<file path="src/hw/rtl/rpn_pkg.sv">
// ----------------------------------------------------------------------------
// rpn_pkg
// Shared types and constants for the postfix expression evaluator: symbol
// codes, status codes, operator codes and the divider request/response.
// ----------------------------------------------------------------------------
package rpn_pkg;

   localparam int WordWidth = 32;

   // expression symbols
   localparam logic [7:0] SYM_END  = 8'h00;
   localparam logic [7:0] SYM_ADD  = 8'h2B;
   localparam logic [7:0] SYM_SUB  = 8'h2D;
   localparam logic [7:0] SYM_MUL  = 8'h2A;
   localparam logic [7:0] SYM_DIV  = 8'h2F;
   localparam logic [7:0] SYM_REM  = 8'h25;
   localparam logic [7:0] SYM_ZERO = 8'h30;

   // result status codes
   localparam logic [2:0] ST_OK      = 3'd0;
   localparam logic [2:0] ST_UNDER   = 3'd1;
   localparam logic [2:0] ST_OVER    = 3'd2;
   localparam logic [2:0] ST_DIVZERO = 3'd3;
   localparam logic [2:0] ST_EMPTY   = 3'd4;

   typedef enum logic [2:0] {
      OP_ADD = 3'd0,
      OP_SUB = 3'd1,
      OP_MUL = 3'd2,
      OP_DIV = 3'd3,
      OP_REM = 3'd4
   } op_type;

   typedef struct packed {
      logic                 start;
      logic [WordWidth-1:0] dividend;
      logic [WordWidth-1:0] divisor;
   } div_req_type;

   typedef struct packed {
      logic                 done;
      logic [WordWidth-1:0] quotient;
      logic [WordWidth-1:0] remainder;
   } div_rsp_type;

endpackage

</file>
<file path="src/hw/rtl/rpn_divider.sv">
// ----------------------------------------------------------------------------
// rpn_divider
// Iterative signed divider: restoring division on magnitudes, one quotient
// bit per cycle, results truncated toward zero. Done pulses once all 32 quotient bits are formed.
// ----------------------------------------------------------------------------
module rpn_divider
   import rpn_pkg::*;
(
   input  logic        clock,
   input  logic        reset,
   input  div_req_type div_req,
   output div_rsp_type div_rsp
);

   localparam int StepBits = $clog2(WordWidth);

   logic [WordWidth-1:0] rem_ff, rem_in;
   logic [WordWidth-1:0] quo_ff, quo_in;
   logic [WordWidth-1:0] dvs_ff, dvs_in;
   logic [StepBits-1:0]  step_ff, step_in;
   logic                 busy_ff, busy_in;
   logic                 done_ff, done_in;
   logic                 neg_q_ff, neg_q_in;
   logic                 neg_r_ff, neg_r_in;

   logic [WordWidth:0]   shifted;
   logic [WordWidth:0]   trial;

   assign shifted = {rem_ff, quo_ff[WordWidth-1]};
   assign trial   = shifted - {1'b0, dvs_ff};

   always_comb begin
      rem_in   = rem_ff;
      quo_in   = quo_ff;
      dvs_in   = dvs_ff;
      step_in  = step_ff;
      busy_in  = busy_ff;
      done_in  = 1'b0;
      neg_q_in = neg_q_ff;
      neg_r_in = neg_r_ff;
      if (div_req.start) begin
         // load magnitudes and remember the result signs
         rem_in   = '0;
         quo_in   = div_req.dividend[WordWidth-1] ? -div_req.dividend : div_req.dividend;
         dvs_in   = div_req.divisor[WordWidth-1] ? -div_req.divisor : div_req.divisor;
         step_in  = '0;
         busy_in  = 1'b1;
         neg_q_in = div_req.dividend[WordWidth-1] ^ div_req.divisor[WordWidth-1];
         neg_r_in = div_req.dividend[WordWidth-1];
      end else if (busy_ff) begin
         if (!trial[WordWidth]) begin
            rem_in = trial[WordWidth-1:0];
            quo_in = {quo_ff[WordWidth-2:0], 1'b1};
         end else begin
            rem_in = shifted[WordWidth-1:0];
            quo_in = {quo_ff[WordWidth-2:0], 1'b0};
         end
         step_in = step_ff + StepBits'(1);
         if (step_ff == StepBits'(WordWidth - 1)) begin
            busy_in = 1'b0;
            done_in = 1'b1;
         end
      end
   end

   always_ff @(posedge clock) begin
      if (reset) begin
         busy_ff <= 1'b0;
         done_ff <= 1'b0;
      end else begin
         busy_ff <= busy_in;
         done_ff <= done_in;
      end
      rem_ff   <= rem_in;
      quo_ff   <= quo_in;
      dvs_ff   <= dvs_in;
      step_ff  <= step_in;
      neg_q_ff <= neg_q_in;
      neg_r_ff <= neg_r_in;
   end

   assign div_rsp = '{done:      done_ff,
                      quotient:  neg_q_ff ? -quo_ff : quo_ff,
                      remainder: neg_r_ff ? -rem_ff : rem_ff};

`ifndef SYNTHESIS
   a_done_after_busy: assert property (@(posedge clock) disable iff (reset)
      done_ff |-> $past(busy_ff))
      else $error("divider done without a running division");
   a_step_runs_to_end: assert property (@(posedge clock) disable iff (reset)
      (busy_ff && !div_req.start && step_ff != StepBits'(WordWidth - 1)) |=> busy_ff)
      else $error("divider stopped early");
   a_start_idle: assert property (@(posedge clock) disable iff (reset)
      div_req.start |-> !busy_ff)
      else $error("divider restarted while busy");
`endif

endmodule

</file>
<file path="config.mk">
export PLATFORM = sky130hd
export DESIGN_NAME = rpn_divider
export DESIGN_NICKNAME = d
export VERILOG_FILES = /design/src/hw/rtl/rpn_pkg.sv /design/src/hw/rtl/rpn_divider.sv
export SDC_FILE = /design/constraint.sdc
export NUM_CORES = 1
export LEC_CHECK = 0
export BUFFER_PORTS_ARGS = -buffer_cell sky130_fd_sc_hd__buf_2
export CAP_MARGIN = 10
export CORE_MARGIN = 5
export CORE_UTILIZATION = 50
export CTS_CLUSTER_SIZE = 12
export DETAILED_ROUTE_END_ITERATION = 8
export HOLD_SLACK_MARGIN = 0.15
export PLACE_DENSITY = 0.69
export SLEW_MARGIN = 0
export SYNTH_ARGS = -nofsm -noshare
export SYNTH_HDL_FRONTEND = slang
export SYNTH_SLANG_ARGS = --single-unit
export TNS_END_PERCENT = 30
</file>
<file path="constraint.sdc">
create_clock -name clock -period 4.17 [get_ports clock]
set_clock_uncertainty 0.05 [all_clocks]
set_input_delay 0.6255 -clock clock [delete_from_list [all_inputs] [get_ports clock]]
set_output_delay 0.6255 -clock clock [all_outputs]
set_load 0.05 [all_outputs]
</file>
Word level (Yosys, flattened, before mapping)
Cells that the tools add are included.

Multiplexer cells: 12. Reductions and logical operators: 2. $add $sub $neg: 6. $mul: 0. Equality and inequality tests: 1. Bitwise logic cells: 2. Div/mod/pow operators: 0. Shift operators: 0. $lt $le $gt $ge: 0.

Operator list (number): $mux 32 (6); $neg 32->32 (4); $sub 33x32->33 (1); $mux 31 (1); $add 5x1->5 const B (1); $eq 5x5->1 const B (1); $mux 1 (5); $reduce_or 3->1 (1); $reduce_bool 2->1 (1); $not 1->1 (1); $xor 1x1->1 (1).

Input bits: 67. Bits in writable memories: 0. Register bits after elaboration: 105. Memories: 0. Latch bits: 0. Output and inout port bits: 65. Logic and storage cells: 32. Bits in read-only memories: 0.

Longest topological paths before layout
Depth in word-level cells: 4. Mapped depth: 13. Depth with buffers taken out: 11.

Worst setup path after synthesis
Ideal clock, no wire load.

Kind: reg2out. From: register quo_ff[10]. To: output div_rsp[61] (netlist name). Required time: 3494 ps. Slack: 35 ps. Cell stages (with the launch flop): 9. Arrival time: 3460 ps. Cell sequence: edfxtp_1 -> or4_4 -> nor4_4 -> or3b_1 -> or3_1 -> or4_4 -> or4_4 -> o41ai_2 -> xnor2_1.

RTL lines: from (decl) (line rpn_divider.sv:18) `logic [WordWidth-1:0] quo_ff, quo_in;`; from (signal assigned) (line rpn_divider.sv:75) `quo_ff <= quo_in;`; to (decl) (line rpn_divider.sv:12) `output div_rsp_type div_rsp`.

==> impl_summary.md <==
Drt
The wire length reported by the detailed router is 21.1 mm. The via total after detailed routing is 7875. For this run, design rule violations remaining after detail routing come to 0. The routed design uses 1.49 mm of met3 wire. In the final routed layout, each cell accounts on average for 15.3 um. The highest metal layer with signal wires is met4.

After detailed routing, the number of vias per cell comes to 5.69. The count of nets left with antenna violations once routing finished came out at 0. Detailed routing placed a total of 9.09 mm of wire on met2. For this run, the detailed router's first-pass iteration total came to 7. The sum of routed wire segments on met1 is 10.2 mm. The DRC violation total after the first TritonRoute iteration is 652.

Clocking
The clock reaches the later pin of the worst-skew pair after 360 ps. The CTS tree is done. The maximum buffer depth of the clock tree is 2. The clock slew seen by the registers of the worst setup and hold paths is 70 ps. CTS saw 105 sinks. CTS built an H-tree with a depth of 3. The tree is rooted in a sky130_fd_sc_hd__clkbuf_16. The number of clock buffers inserted by TritonCTS is 9.

Min path
The worst hold path was traced through 2 stages. The worst hold path belongs to the class primary input to flip-flop.

Critical path
Walking the worst path, the cells encountered are or4_4 > nor4_4 > or3b_4 > or3_4 > or4_4 > or4_4 > o41ai_4 > xnor2_1 > buf_4. The number of cells on the worst reg-to-reg path is 13. The critical path's largest stage delay is 580 ps.

The most numerous cell on the critical path is sky130_fd_sc_hd__or4_4. The capturing element type of the critical path is an output port. The sum of buffers and inverters on the critical path is 1. The register-to-register setup slack is 570 ps. Of all nets on the critical path, the largest fanout is 4. STA classifies the critical path startpoint as a flip-flop. The cell family contributing the most delay on the critical path is simple AND/OR/NAND/NOR gates. The worst setup path is of the flip-flop to output port kind.

The slowest cell on the critical path is sky130_fd_sc_hd__or4_4. The data arrival time of the worst path is 3800 ps. In this run the number of cells on the critical path is 9.

The data required time at the worst endpoint is 3490 ps.

Power
The analysis attributes to net switching a power of 1.42 mW. The worst supply voltage drop on vdd is 208 uV. Overall power consumption after layout is estimated at 3.48 mW.

The share of power burned in the clock network is 23.8%. The cell area power density is 349 nW/um^2. The part of the total power dissipated in sequential elements is 37.3%.

The cell-internal power is 2.07 mW. The share of total power dissipated in combinational logic is 39.0%. The leakage power of the design is 3.99 nW. Net switching is 40.7% of the power.

Synthesis
Sorting the synthesized cells by area gives the leading types as sky130_fd_sc_hd__edfxtp_1, sky130_fd_sc_hd__xnor2_1, sky130_fd_sc_hd__dfxtp_1. The number of synthesis warnings is 0. The number of unique standard cell types used by synthesis is 65. After synthesis, flip-flops and latches occupy 32.2% of the total area.

A synthesized cell averages 8.36 sq um. In the synthesized netlist the dominant register cell turns out to be sky130_fd_sc_hd__edfxtp_1. After technology mapping, the gate count stands at 1027. The number of synthesized flops with an enable pin is 66.

The most frequent cell after synthesis is sky130_fd_sc_hd__nand2_1. The share of the synthesized area in the top cell type is 23.1%. After synthesis the cells add up to 8580 sq um. The share of async-settable or async-resettable flops after synthesis is 0%. The commonest cells after synthesis are sky130_fd_sc_hd__nand2_1, sky130_fd_sc_hd__xnor2_1, sky130_fd_sc_hd__nor2_1.

The number of register bits inferred by synthesis is 105. Summed over all instances, the cell type with the most area after synthesis is sky130_fd_sc_hd__edfxtp_1. The total nets after synthesis is 1133.

Cells and area
In the final layout, the share of cells above drive strength 1 is 18.6%. The number of nets in the finished design is 1259. The number of antenna cells inserted is 0. Compared with the post-synthesis result, the final layout area differs by 16.2%. The final design instance area without fill is 9970 sq um.

Die
The total number of placement rows is 48. In this run the vertical extent of the chip is 141 um. Pin placement for this block handled 132 I/O pins. The initial standard-cell utilization of the core is 50.3%. The die footprint is 19900 sq um. The die outline width is 141 um.

The total area inside the core boundary comes to 17100 sq um.

STA
The worst pin sits at a relative slew slack of 23.8%. Setup repair after global routing could not meet its margin everywhere. At the pin with the least slew margin, the transition time is 1140 ps. The final critical path time including I/O delays and setup is 4470 ps. The hold violation total from the final report was 0. The count of pins over their slew limit is 0. The maximum operating frequency is 0.224 GHz. The part of the cycle the worst path needs is 107%. Setup violations remaining at the end of the flow were counted as 7.

The smallest setup slack after layout is -304 ps.

Run
The number of max-cap violations is 0.

GRT
The initial antenna violation count is 0. The pin count of the biggest net entering global routing is 68. The first global-routing pass estimated 35.0 mm of wire.

The total overflow left after global routing is 0. The number of global-route vias before repair is 7142. Global routing consumed, over all layers together, 21.1% of the routing resources.

Outcome
The run finished, with violations left. The final reports fail on negative setup slack.

Place
The number of input and output port buffers inserted is 131. After detailed placement, the total cell area comes to 9590 sq um. The global placement routability congestion is 0.966. Once detailed placement completed, the half-perimeter wirelength came to 16.4 mm.
placed cells by master, fill, tap and decap left out, drive strengths merged, types with 6 or more instances in the layout:
cell / count
buf: 162
nand2: 116
xnor2: 108
nor2: 83
o21ai: 77
edfxtp: 66
a21oi: 64
inv: 57
dfxtp: 39
ha: 38
xor2: 36
o31ai: 34
nand3: 29
or4: 25
o41ai: 18
or3: 18
nand2b: 16
a311oi: 15
nor3: 14
clkbuf: 13
a21o: 11
mux2i: 10
o211ai: 9
a211oi: 8
nor4: 8
a31oi: 7
nand3b: 6
worst paths after layout:
kind	startpoint	end
worst min-delay path	reset	busy_ff
worst max register to register	quo_ff[31]	rem_ff[2]
worst min register to register	step_ff[3]	step_ff[3]
worst max-delay path	quo_ff[10]	div_rsp[61]
layer usage:
layer | up-vias | track usage (%)
met3 | 28 | 2.51
met1 | 3549 | 31.4
met2 | 280 | 32.2
met5 | - | 0
li1 | 4018 | -
met4 | 0 | 6.22
metrics by stage:
step | worst slack, ps | util, % | cells | TNS [ps] | hold WS [ps]
after floorplan | 34.8 | - | 1027 | 0 | 417
after global placement | 21.9 | 56.2 | 1364 | 0 | 430
after detailed placement | -24.9 | 56.2 | 1364 | -31.1 | 440
final | -304 | 58.5 | 1383 | -1470 | 408
after global routing | -401 | 58.5 | 1383 | -2260 | 403
after CTS | -317 | 58.1 | 1380 | -1600 | 400
sequential cells by signal (all words and copies together), names as in the netlist:
name,flops
dvs_ff,32
quo_ff,32
rem_ff,32
step_ff,5
busy_ff,1
done_ff,1
neg_q_ff,1
neg_r_ff,1
power groups by stage:
stage / sequential, mW / combinational (mW) / clock [mW]
after floorplan: 1.29 / 1.01 / 0
after global placement: 1.31 / 1.33 / 0
after detailed placement: 1.31 / 1.34 / 0
after CTS: 1.29 / 1.35 / 0.845
after global routing: 1.31 / 1.46 / 0.896
final: 1.30 / 1.36 / 0.827
what timing repair did:
action,CTS,global route
buffers inserted,0,3
gates resized for setup,12,11
pin swaps,0,2
hold buffers,0,0
setup endpoints to repair,6,10
logic make-up after synthesis:
kind of cell / share of synthesized area, %
muxes: 1.17
adders and majority gates: 5.77
DFF: 32.2
buffers and inverters: 4.64
xor gates and xnor gates: 14.7
AOI/OAI and AO/OA: 20.7
and+or+nand+nor: 20.9
layout make-up:
cell class	count	area [sq um]
Clock buffer	9	225
Tap cell	225	282
Clock inverter	7	60.1
Timing Repair Buffer	166	958
Fill cell	1576	7090
Inverter	52	195
Sequential cell	105	2760
Multi-Input combinational cell	819	5490
(Power assumes the default switching activity.)
